[src/dsd_pkg.sv]
// Shared types and constants of the event stream deframer.
// Used by the front parser, the item queue, the value back end and the top level.
`default_nettype none
package dsd_pkg;

    localparam int CHANNELS_PER_CHIP = 128;
    localparam int CHIP_HEADER_WORDS = 16;
    localparam int CHIP_COUNT        = 2;

    localparam int QUEUE_DEPTH = 4;

    // result kinds
    localparam logic [3:0] KIND_TYPE   = 4'd0;
    localparam logic [3:0] KIND_SIZE   = 4'd1;
    localparam logic [3:0] KIND_CHARGE = 4'd2;
    localparam logic [3:0] KIND_DELAY  = 4'd3;
    localparam logic [3:0] KIND_CLOCK  = 4'd4;
    localparam logic [3:0] KIND_TIME   = 4'd5;
    localparam logic [3:0] KIND_TEMP   = 4'd6;
    localparam logic [3:0] KIND_HDR    = 4'd7;
    localparam logic [3:0] KIND_SAMPLE = 4'd8;
    localparam logic [3:0] KIND_USRERR = 4'd9;
    localparam logic [3:0] KIND_STOP   = 4'd10;

    // configuration register indexes
    localparam logic [1:0] REG_FORMAT = 2'd0;
    localparam logic [1:0] REG_FIRST  = 2'd1;
    localparam logic [1:0] REG_STOP   = 2'd2;

    typedef struct packed {
        logic [1:0]  format_version;
        logic [30:0] first_event;
        logic [30:0] stop_event;
    } cfg_t;

    // classified item passed from the parser to the back end
    typedef struct packed {
        logic [3:0]  kind;
        logic [31:0] raw;
        logic        chip;
        logic [7:0]  position;
        logic [30:0] event_number;
        logic        last;
    } item_t;

endpackage
`default_nettype wire

[src/dsd_front.sv]
// Byte assembler and field parser: gathers words, tracks the event layout
// and emits one classified item per decoded field. Depends on dsd_pkg.
`default_nettype none
module dsd_front import dsd_pkg::*; (
    input  wire logic       aclk,
    input  wire logic       aresetn,
    input  wire cfg_t       cfg,
    input  wire logic       byte_valid,
    input  wire logic [7:0] byte_data,
    output logic            item_valid,
    output item_t           item
);

    localparam logic [3:0] PH_HUNT  = 4'd0;
    localparam logic [3:0] PH_SIZE  = 4'd1;
    localparam logic [3:0] PH_CAL   = 4'd2;
    localparam logic [3:0] PH_CLK_D = 4'd3;
    localparam logic [3:0] PH_CLK   = 4'd4;
    localparam logic [3:0] PH_TIM_D = 4'd5;
    localparam logic [3:0] PH_TIM   = 4'd6;
    localparam logic [3:0] PH_TEMP  = 4'd7;
    localparam logic [3:0] PH_HDR   = 4'd8;
    localparam logic [3:0] PH_SAMP  = 4'd9;

    // double to signed 32 bits, truncated toward zero, saturating
    function automatic logic [31:0] dbl_to_i32(input logic [63:0] bits);
        logic        neg;
        logic [10:0] e;
        logic [51:0] m;
        logic [10:0] ex;
        logic [52:0] sh;
        logic [31:0] mag;
        neg = bits[63];
        e   = bits[62:52];
        m   = bits[51:0];
        ex  = e - 11'd1023;
        sh  = {1'b1, m} >> (6'd52 - ex[5:0]);
        mag = sh[31:0];
        if (e == 11'h7FF && m != 52'd0) begin
            dbl_to_i32 = 32'd0;
        end else if (e < 11'd1023) begin
            dbl_to_i32 = 32'd0;
        end else if (ex >= 11'd31) begin
            dbl_to_i32 = neg ? 32'h8000_0000 : 32'h7FFF_FFFF;
        end else begin
            dbl_to_i32 = neg ? (32'd0 - mag) : mag;
        end
    endfunction

    logic [3:0]  phase_reg, phase_next;
    logic [2:0]  pos_reg, pos_next;
    logic [63:0] asm_reg, asm_next;
    logic        chip_reg, chip_next;
    logic [7:0]  word_reg, word_next;
    logic [30:0] count_reg, count_next;
    logic        en_reg, en_next;
    logic        halt_reg, halt_next;
    logic        iv_reg, iv_next;
    item_t       item_reg, item_next;

    logic [63:0] asm_c;
    logic [3:0]  ph;
    logic [2:0]  flen;
    logic [31:0] w;
    logic [31:0] v;
    logic [8:0]  nxt;
    logic        chip_end, ev_end;

    always_comb begin
        phase_next = phase_reg;
        pos_next   = pos_reg;
        asm_next   = asm_reg;
        chip_next  = chip_reg;
        word_next  = word_reg;
        count_next = count_reg;
        en_next    = en_reg;
        halt_next  = halt_reg;
        iv_next    = 1'b0;
        item_next  = item_reg;
        asm_c      = asm_reg | (64'(byte_data) << {pos_reg, 3'b000});
        ph         = (phase_reg > PH_SAMP) ? PH_HUNT : phase_reg;
        w          = asm_c[31:0];
        v          = dbl_to_i32(asm_c);
        nxt        = 9'(word_reg) + 9'd1;
        chip_end   = nxt >= 9'(CHANNELS_PER_CHIP);
        ev_end     = chip_end && (32'(chip_reg) + 32'd1 >= 32'(CHIP_COUNT));
        flen       = 3'd4;
        if (byte_valid && !halt_reg) begin
            item_next.chip         = 1'b0;
            item_next.position     = 8'd0;
            item_next.last         = 1'b0;
            item_next.raw          = 32'd0;
            item_next.kind         = KIND_STOP;
            item_next.event_number = count_reg;
            // delay goes out on the byte after the calibration double
            if (ph == PH_CLK_D || ph == PH_TIM_D) begin
                iv_next        = en_reg;
                item_next.kind = KIND_DELAY;
                item_next.raw  = {16'd0, asm_c[63:48]};
                ph             = ph + 4'd1;
            end
            case (ph)
                PH_CAL:                   flen = 3'd0;
                PH_TEMP, PH_HDR, PH_SAMP: flen = 3'd2;
                default:                  flen = 3'd4;
            endcase
            phase_next = ph;
            if (flen != 3'd0 && 4'(pos_reg) + 4'd1 < 4'(flen)) begin
                pos_next = pos_reg + 3'd1;
                asm_next = asm_c;
            end else if (flen == 3'd0 && pos_reg != 3'd7) begin
                pos_next = pos_reg + 3'd1;
                asm_next = asm_c;
            end else begin
                pos_next = 3'd0;
                asm_next = 64'd0;
                case (ph)
                    PH_HUNT: begin
                        if (w[31:16] == 16'hCAFE) begin
                            count_next = (count_reg != 31'h7FFF_FFFF) ?
                                         count_reg + 31'd1 : count_reg;
                            item_next.event_number = count_next;
                            item_next.raw = {20'd0, w[11:0]};
                            if (w[12]) begin
                                halt_next      = 1'b1;
                                iv_next        = 1'b1;
                                item_next.kind = KIND_USRERR;
                                item_next.last = 1'b1;
                            end else if (cfg.stop_event != 31'd0 &&
                                         count_next >= cfg.stop_event) begin
                                halt_next      = 1'b1;
                                iv_next        = 1'b1;
                                item_next.kind = KIND_STOP;
                                item_next.raw  = 32'd0;
                                item_next.last = 1'b1;
                            end else begin
                                en_next        = count_next >= cfg.first_event;
                                phase_next     = PH_SIZE;
                                iv_next        = en_next;
                                item_next.kind = KIND_TYPE;
                            end
                        end
                    end
                    PH_SIZE: begin
                        phase_next     = PH_CAL;
                        iv_next        = en_reg;
                        item_next.kind = KIND_SIZE;
                        item_next.raw  = w;
                    end
                    PH_CAL: begin
                        asm_next       = {v, 32'd0};
                        phase_next     = (cfg.format_version == 2'd3) ? PH_CLK_D : PH_TIM_D;
                        iv_next        = en_reg;
                        item_next.kind = KIND_CHARGE;
                        item_next.raw  = {24'd0, v[7:0]};
                    end
                    PH_CLK: begin
                        phase_next     = PH_TIM;
                        iv_next        = en_reg;
                        item_next.kind = KIND_CLOCK;
                        item_next.raw  = w;
                    end
                    PH_TIM: begin
                        phase_next     = PH_TEMP;
                        iv_next        = en_reg;
                        item_next.kind = KIND_TIME;
                        item_next.raw  = w;
                    end
                    PH_TEMP: begin
                        phase_next     = PH_HDR;
                        chip_next      = 1'b0;
                        word_next      = 8'd0;
                        iv_next        = en_reg;
                        item_next.kind = KIND_TEMP;
                        item_next.raw  = {16'd0, w[15:0]};
                    end
                    PH_HDR: begin
                        iv_next            = en_reg;
                        item_next.kind     = KIND_HDR;
                        item_next.raw      = {16'd0, w[15:0]};
                        item_next.chip     = chip_reg;
                        item_next.position = word_reg;
                        if (nxt >= 9'(CHIP_HEADER_WORDS)) begin
                            word_next  = 8'd0;
                            phase_next = PH_SAMP;
                        end else begin
                            word_next = nxt[7:0];
                        end
                    end
                    PH_SAMP: begin
                        iv_next            = en_reg;
                        item_next.kind     = KIND_SAMPLE;
                        item_next.raw      = {16'd0, w[15:0]};
                        item_next.chip     = chip_reg;
                        item_next.position = word_reg;
                        item_next.last     = ev_end;
                        if (!chip_end) begin
                            word_next = nxt[7:0];
                        end else begin
                            word_next = 8'd0;
                            if (ev_end) begin
                                chip_next  = 1'b0;
                                phase_next = PH_HUNT;
                            end else begin
                                chip_next  = ~chip_reg;
                                phase_next = PH_HDR;
                            end
                        end
                    end
                    default: begin
                        phase_next = PH_HUNT;
                    end
                endcase
            end
        end
    end

    always_ff @(posedge aclk) begin
        if (!aresetn) begin
            phase_reg <= PH_HUNT;
            pos_reg   <= 3'd0;
            asm_reg   <= 64'd0;
            chip_reg  <= 1'b0;
            word_reg  <= 8'd0;
            count_reg <= 31'd0;
            en_reg    <= 1'b0;
            halt_reg  <= 1'b0;
            iv_reg    <= 1'b0;
        end else begin
            phase_reg <= phase_next;
            pos_reg   <= pos_next;
            asm_reg   <= asm_next;
            chip_reg  <= chip_next;
            word_reg  <= word_next;
            count_reg <= count_next;
            en_reg    <= en_next;
            halt_reg  <= halt_next;
            iv_reg    <= iv_next;
        end
        item_reg <= item_next;
    end

    assign item_valid = iv_reg;
    assign item       = item_reg;

endmodule
`default_nettype wire

[src/dsd_fifo.sv]
// Short item queue between the parser and the back end.
// Depends on dsd_pkg for the item type and depth.
`default_nettype none
module dsd_fifo import dsd_pkg::*; (
    input  wire logic  aclk,
    input  wire logic  aresetn,
    input  wire logic  push,
    input  wire item_t push_item,
    output logic       ready_in,
    input  wire logic  pop,
    output logic       not_empty,
    output item_t      head
);

    localparam int AW = $clog2(QUEUE_DEPTH);

    item_t         mem_reg [QUEUE_DEPTH];
    logic [AW-1:0] wp_reg, rp_reg;
    logic [AW:0]   cnt_reg;
    logic          do_push, do_pop;

    // room is kept for the item the parser may have in flight
    assign ready_in  = cnt_reg < (AW + 1)'(QUEUE_DEPTH - 1);
    assign not_empty = cnt_reg != '0;
    assign do_push   = push;
    assign do_pop    = pop && not_empty;
    assign head      = mem_reg[rp_reg];

    always_ff @(posedge aclk) begin
        if (!aresetn) begin
            wp_reg  <= '0;
            rp_reg  <= '0;
            cnt_reg <= '0;
        end else begin
            if (do_push) wp_reg <= wp_reg + AW'(1);
            if (do_pop)  rp_reg <= rp_reg + AW'(1);
            cnt_reg <= cnt_reg + (AW + 1)'(do_push) - (AW + 1)'(do_pop);
        end
        if (do_push) mem_reg[wp_reg] <= push_item;
    end

    ovf_chk: assert property (@(posedge aclk) disable iff (!aresetn)
        !(do_push && !do_pop && cnt_reg == (AW + 1)'(QUEUE_DEPTH)))
        else $error("item queue overflow");
    cnt_chk: assert property (@(posedge aclk) disable iff (!aresetn)
        (do_push && !do_pop) |=> cnt_reg == $past(cnt_reg) + (AW + 1)'(1))
        else $error("queue count did not advance on push");
    emp_chk: assert property (@(posedge aclk) disable iff (!aresetn)
        (cnt_reg == '0) |-> (wp_reg == rp_reg))
        else $error("empty queue with unequal pointers");

endmodule
`default_nettype wire

[src/dsd_back.sv]
// Value back end: three stage pipeline turning classified items into results
// (fixed point time and temperature). Depends on dsd_pkg.
`default_nettype none
module dsd_back import dsd_pkg::*; (
    input  wire logic          aclk,
    input  wire logic          aresetn,
    input  wire logic          in_valid,
    input  wire item_t         in_item,
    output logic               in_pop,
    output logic               out_valid,
    input  wire logic          out_ready,
    output logic [3:0]         out_kind,
    output logic signed [40:0] out_value,
    output logic               out_chip,
    output logic [7:0]         out_position,
    output logic [30:0]        out_event_number,
    output logic               out_last
);

    logic               adv;
    logic               v1_reg, v2_reg, v3_reg;
    item_t              it1_reg, it2_reg;
    logic [31:0]        tnum1_reg;
    logic signed [31:0] tint1_reg, tint2_reg;
    logic [31:0]        pnum1_reg;
    logic               pzero1_reg, pzero2_reg;
    logic [15:0]        tq2_reg;
    logic [21:0]        pq2_reg;
    logic [15:0]        fneg;
    logic [63:0]        tprod, pprod;
    logic signed [40:0] val;
    item_t              it3_reg;
    logic signed [40:0] val3_reg;

    assign adv    = !v3_reg || out_ready;
    assign in_pop = adv;
    assign fneg   = in_item.raw[31] ? (16'd0 - in_item.raw[15:0]) : in_item.raw[15:0];
    assign tprod  = 64'(tnum1_reg) * 64'h0000_0000_8000_8001;
    assign pprod  = 64'(pnum1_reg) * 64'd1374389535;

    always_comb begin
        case (it2_reg.kind)
            KIND_TYPE, KIND_USRERR: val = 41'(it2_reg.raw[11:0]);
            KIND_SIZE, KIND_CLOCK:  val = 41'(it2_reg.raw);
            KIND_CHARGE:            val = 41'({it2_reg.raw[7:0], 10'd0});
            KIND_DELAY, KIND_SAMPLE: val = 41'($signed(it2_reg.raw[15:0]));
            KIND_TIME:              val = 41'(tint2_reg) + 41'(tq2_reg);
            KIND_TEMP:              val = pzero2_reg ? 41'(9999 * 256) :
                                          41'(pq2_reg) - 41'd10189;
            KIND_HDR:               val = 41'(it2_reg.raw[15:0]);
            default:                val = 41'd0;
        endcase
    end

    always_ff @(posedge aclk) begin
        if (!aresetn) begin
            v1_reg <= 1'b0;
            v2_reg <= 1'b0;
            v3_reg <= 1'b0;
        end else if (adv) begin
            v1_reg <= in_valid;
            v2_reg <= v1_reg;
            v3_reg <= v2_reg;
        end
        if (adv) begin
            // stage 1: scale the fraction and temperature code
            it1_reg    <= in_item;
            tnum1_reg  <= 32'(fneg) * 32'd25600 + 32'd32767;
            tint1_reg  <= 32'($signed(in_item.raw[31:16])) * 32'sd25600;
            pnum1_reg  <= 32'(in_item.raw[15:0]) * 32'd3072 + 32'd70;
            pzero1_reg <= in_item.raw[15:0] == 16'd0;
            // stage 2: divide by 65535 and by 100 through reciprocals
            it2_reg    <= it1_reg;
            tint2_reg  <= tint1_reg;
            tq2_reg    <= tprod[62:47];
            pq2_reg    <= pprod[58:37];
            pzero2_reg <= pzero1_reg;
            // stage 3: result register
            it3_reg    <= it2_reg;
            val3_reg   <= val;
        end
    end

    assign out_valid        = v3_reg;
    assign out_kind         = it3_reg.kind;
    assign out_value        = val3_reg;
    assign out_chip         = it3_reg.chip;
    assign out_position     = it3_reg.position;
    assign out_event_number = it3_reg.event_number;
    assign out_last         = it3_reg.last;

    last_chk: assert property (@(posedge aclk) disable iff (!aresetn)
        (out_valid && out_last) |->
        (out_kind == KIND_SAMPLE || out_kind == KIND_USRERR || out_kind == KIND_STOP))
        else $error("last set on a non-final kind");
    chip_chk: assert property (@(posedge aclk) disable iff (!aresetn)
        (out_valid && (out_chip || out_position != 8'd0)) |->
        (out_kind == KIND_HDR || out_kind == KIND_SAMPLE))
        else $error("chip or position set outside a chip block");
    stall_chk: assert property (@(posedge aclk) disable iff (!aresetn)
        (out_valid && !out_ready) |=> (out_valid && $stable(out_value)))
        else $error("result lost under stall");

endmodule
`default_nettype wire

[src/detector_event_stream_deframer.sv]
// Event stream deframer: one stream byte per beat; a result raises m_tvalid once the beat that
// yields it has passed the parser register, the queue and the three value stages.
// Throughput: one byte per cycle while s_tready is high; the queue and output pipeline stall on m_tready.
// Reset (aresetn low, synchronous) clears parse state, the queue and pipeline valids
// and restores format_version = 3, first_event = 0, stop_event = 0.
// Depends on dsd_pkg, dsd_front, dsd_fifo and dsd_back.
`default_nettype none
module detector_event_stream_deframer import dsd_pkg::*; (
    input  wire logic        aclk,
    input  wire logic        aresetn,
    input  wire logic        s_tvalid,
    output logic             s_tready,
    input  wire logic [7:0]  s_tdata,   // [7:0] stream_byte
    output logic             m_tvalid,
    input  wire logic        m_tready,
    output logic [87:0]      m_tdata,   // value[40:0] chip[41] position[49:42]
                                        // event_number[80:50], zero fill [87:81]
    output logic [3:0]       m_tuser,   // kind[3:0]
    output logic             m_tlast,
    input  wire logic        psel,
    input  wire logic        penable,
    input  wire logic        pwrite,
    input  wire logic [3:0]  paddr,
    input  wire logic [31:0] pwdata,
    output logic [31:0]      prdata,
    output logic             pready
);

    cfg_t               cfg_reg;
    logic               wr;
    logic               fv;
    item_t              fi;
    logic               q_ne;
    item_t              q_head;
    logic               q_pop;
    logic signed [40:0] o_value;
    logic               o_chip;
    logic [7:0]         o_pos;
    logic [30:0]        o_evn;

    assign pready = 1'b1;
    assign wr     = psel && penable && pwrite;

    always_ff @(posedge aclk) begin
        if (!aresetn) begin
            cfg_reg.format_version <= 2'd3;
            cfg_reg.first_event    <= 31'd0;
            cfg_reg.stop_event     <= 31'd0;
        end else if (wr) begin
            case (paddr[3:2])
                REG_FORMAT: cfg_reg.format_version <= pwdata[1:0];
                REG_FIRST:  cfg_reg.first_event    <= pwdata[30:0];
                REG_STOP:   cfg_reg.stop_event     <= pwdata[30:0];
                default:    ;
            endcase
        end
    end

    always_comb begin
        case (paddr[3:2])
            REG_FORMAT: prdata = {30'd0, cfg_reg.format_version};
            REG_FIRST:  prdata = {1'b0, cfg_reg.first_event};
            REG_STOP:   prdata = {1'b0, cfg_reg.stop_event};
            default:    prdata = 32'd0;
        endcase
    end

    dsd_front u_front (
        .aclk       (aclk),
        .aresetn    (aresetn),
        .cfg        (cfg_reg),
        .byte_valid (s_tvalid && s_tready),
        .byte_data  (s_tdata),
        .item_valid (fv),
        .item       (fi)
    );

    dsd_fifo u_fifo (
        .aclk      (aclk),
        .aresetn   (aresetn),
        .push      (fv),
        .push_item (fi),
        .ready_in  (s_tready),
        .pop       (q_pop),
        .not_empty (q_ne),
        .head      (q_head)
    );

    dsd_back u_back (
        .aclk             (aclk),
        .aresetn          (aresetn),
        .in_valid         (q_ne),
        .in_item          (q_head),
        .in_pop           (q_pop),
        .out_valid        (m_tvalid),
        .out_ready        (m_tready),
        .out_kind         (m_tuser),
        .out_value        (o_value),
        .out_chip         (o_chip),
        .out_position     (o_pos),
        .out_event_number (o_evn),
        .out_last         (m_tlast)
    );

    assign m_tdata = {7'd0, o_evn, o_pos, o_chip, o_value};

endmodule
`default_nettype wire
[config.mk]
export PLATFORM = sky130hd
export DESIGN_NAME = detector_event_stream_deframer
export DESIGN_NICKNAME = d
export VERILOG_FILES = /design/src/dsd_pkg.sv /design/src/dsd_front.sv /design/src/dsd_fifo.sv /design/src/dsd_back.sv /design/src/detector_event_stream_deframer.sv
export SDC_FILE = /design/constraint.sdc
export NUM_CORES = 2
export LEC_CHECK = 0
export ABC_CLOCK_PERIOD_IN_PS = 9900
export BUFFER_PORTS_ARGS = -buffer_cell sky130_fd_sc_hd__buf_2
export CAP_MARGIN = 20
export CORE_MARGIN = 4
export CORE_UTILIZATION = 31
export CTS_CLUSTER_DIAMETER = 200
export CTS_CLUSTER_SIZE = 40
export DETAILED_ROUTE_END_ITERATION = 12
export GPL_TIMING_DRIVEN = 0
export PLACE_DENSITY = 0.49
export SKIP_LAST_GASP = 1
export SLEW_MARGIN = 5
export SYNTH_ARGS = -nofsm -noshare
export SYNTH_HDL_FRONTEND = slang
export SYNTH_SLANG_ARGS = --single-unit
[constraint.sdc]
create_clock -name aclk -period 9.9 [get_ports aclk]
set_clock_uncertainty 0.05 [all_clocks]
set_input_delay 1.485 -clock aclk [delete_from_list [all_inputs] [get_ports aclk]]
set_output_delay 1.485 -clock aclk [all_outputs]
set_load 0.05 [all_outputs]
==> metrics <==
status finished, final reports clean; Initial DRC Count 3574; Num CTS Buffers 27; Post-Route Utilization 0.3391; top post-synthesis cells by area edfxtp_1, ha_1, fa_1; share of cells above drive strength 1 0.07977; largest net degree at the start of global routing 121; final-report hold violation count 0; post-place instance area 64520 um^2; Hold Crit Class register to register; Final Max Tran Viols 0; Detail Placement HPWL 145.3 mm; Syn Std Cell Area 60230 um^2; PostCTS Resize Cnt 0; # clock sinks 924; post-route cell area 65370 um^2; clock latency on the worst-skew pair 0.74 ns; count leader, synth edfxtp_1; Largest register FFs 308; final wirelength 183.2 mm; FMAX 104.5 MHz; Setup Crit Path Kind input port to register; EDFF count, synth 734; master cell of the clock root buffer clkbuf_16; Syn Area/Cell 11.14 um^2; RD Place Congestion 0.9545; Cells after Synth 5408; Setup Fix Bufs, Post-CTS 0; io pins 179; setup TNS 0 ns; final worst path period share 0.9668; CTS Hold Bufs 0; yosys synthesis warning count 0; Area growth syn-to-layout 8.525%; Die Ht 448.8 um; crit-path max FO 11; Netlist cell types 112; post-route antenna net violation count 0; Reg clk slew, reported paths 0.16 ns; ys flop type edfxtp_1; Commonest cells post-synth edfxtp_1, inv_1, ha_1, nand2_1, nor2_1; deepest clock path buffer count 3; Via density 5.088; H-tree depth 1; Critical Path RT 10.48 ns; register bit total from synthesis 924; initial antenna violation count 7; Post-synth ARST share 0; initial core utilization 0.3124; post-route DRC violation count 0; All-Layer GR Usage 0.1770; sequential area share after synthesis 0.4291; die width 448.8 um; crit end category register; Die ar. 201400 um^2; CP startpoint kind input port; minimum clock period 9.571 ns; RSZ-0062 raised after global routing no; Max-Cap Viols 0; Placed Cells 8116; final std cells w/o fill 8168; Rows 161; WL/cell 22.43 um; core box area 192800 um^2; area leader, netlist edfxtp_1; CTS tree yes; via count 41557; post-synth top area share 0.3659; Overflow after GRT 0; # nets final 6533; Tightest Pin Transition 1.241 ns; max_slew headroom 0.1618; drt first pass iters 6; number of global-route vias before repair 41274; IO buf count 165; # setup viols final 0; CP arrival 10.15 ns; first-pass GRT wire length 273.3 mm
[cell type report]
| cell class | instances | area, um^2 |
|---|---|---|
| timing repair buffer | 178 | 1110 |
| inverter | 651 | 2452 |
| clock inverter | 3 | 56.30 |
| fill | 19429 | 127400 |
| multi-input combinational | 3594 | 30820 |
| clock buffer | 45 | 753.2 |
| buffer | 246 | 1172 |
| tap | 2526 | 3161 |
| sequential | 924 | 25840 |
| antenna | 1 | 2.502 |
[critical path: stages]
cell and delay, ns:
buf_2 0.18, nand4b_4 0.20, nand2_4 0.19, clkbuf_1 0.55
buf_2 0.38, ha_1 0.19, clkbuf_1 0.37, o21ai_1 0.30
o2bb2ai_1 0.24, a2111oi_1 0.12, o31ai_1 0.75, and2_4 0.33
buf_6 0.18, buf_4 0.21, clkbuf_1 0.50, clkbuf_1 0.43
nor3_1 0.12, o31ai_1 0.70, ha_1 0.43, nor4b_2 0.31
nor2_1 0.20, nor4_4 0.64, or4b_1 0.53, or3_1 0.36
a31o_1 0.23
[metrics by stage]
stage               setup slack, ns  hold WS, ns
floorplan                    0.8485       0.3503
global placement             -2.520       0.3508
detailed placement          -0.2387       0.3545
CTS                          0.5337       0.3174
global route              0.0007487       0.3209
finish                       0.3286       0.3261
[cell families (layout without fill, tap and decap cells)]
group	Yosys count	in the layout	share of synthesized area
simple gates	1227	1227	0.1015
compound gates	1070	1070	0.1168
flops	924	924	0.4291
buf+inv	897	1123	0.05999
fa+ha+maj	860	860	0.2082
xor+xnor	251	251	0.03662
mux	177	177	0.04765
other cells	2	10	0.0001247
[path summary, 6_finish.rpt]
check / startpoint / end / slack, ns / cells after the start
min: u_back.it1_reg[40]$_DFFE_PP_ / u_back.it2_reg[40]$_DFFE_PP_ / 0.33 / 0
max: s_tdata[4] / u_front.asm_reg[52]$_SDFFE_PN0P_ / 0.33 / 25
min reg2reg: u_back.it1_reg[40]$_DFFE_PP_ / u_back.it2_reg[40]$_DFFE_PP_ / 0.33 / 0
max reg2reg: u_front.pos_reg[2]$_SDFFE_PN0P_ / u_front.asm_reg[52]$_SDFFE_PN0P_ / 0.47 / 25
[cells in the final DEF, fill, tap and decap left out, types with 32 or more instances in the layout]
cell type / n
a21boi_0: 80
a21o_1: 62
a21oi_1: 264
a22o_1: 34
and2_1: 35
and3_1: 51
buf_2: 189
buf_4: 32
clkbuf_1: 174
dfxtp_1: 190
edfxtp_1: 734
fa_1: 237
ha_1: 623
inv_1: 648
mux2i_1: 82
mux4_2: 87
nand2_1: 325
nand3_1: 79
nand4_1: 56
nor2_1: 317
nor2b_1: 50
nor3_1: 131
nor4_1: 33
o211ai_1: 66
o21ai_0: 218
o22ai_1: 40
o31ai_1: 43
xnor2_1: 161
xor2_1: 89
[routing by layer]
layer / share of wire / track usage
met1: 0.46 / 0.2485
met2: 0.47 / 0.2953
met3: 0.041 / 0.01788
met4: 0.025 / 0.03929
met5: 0.000071 / 0
Power is left out: the tool's default activity adds up to more than one toggle a clock period on the data nets, which glitch-free logic cannot reach.
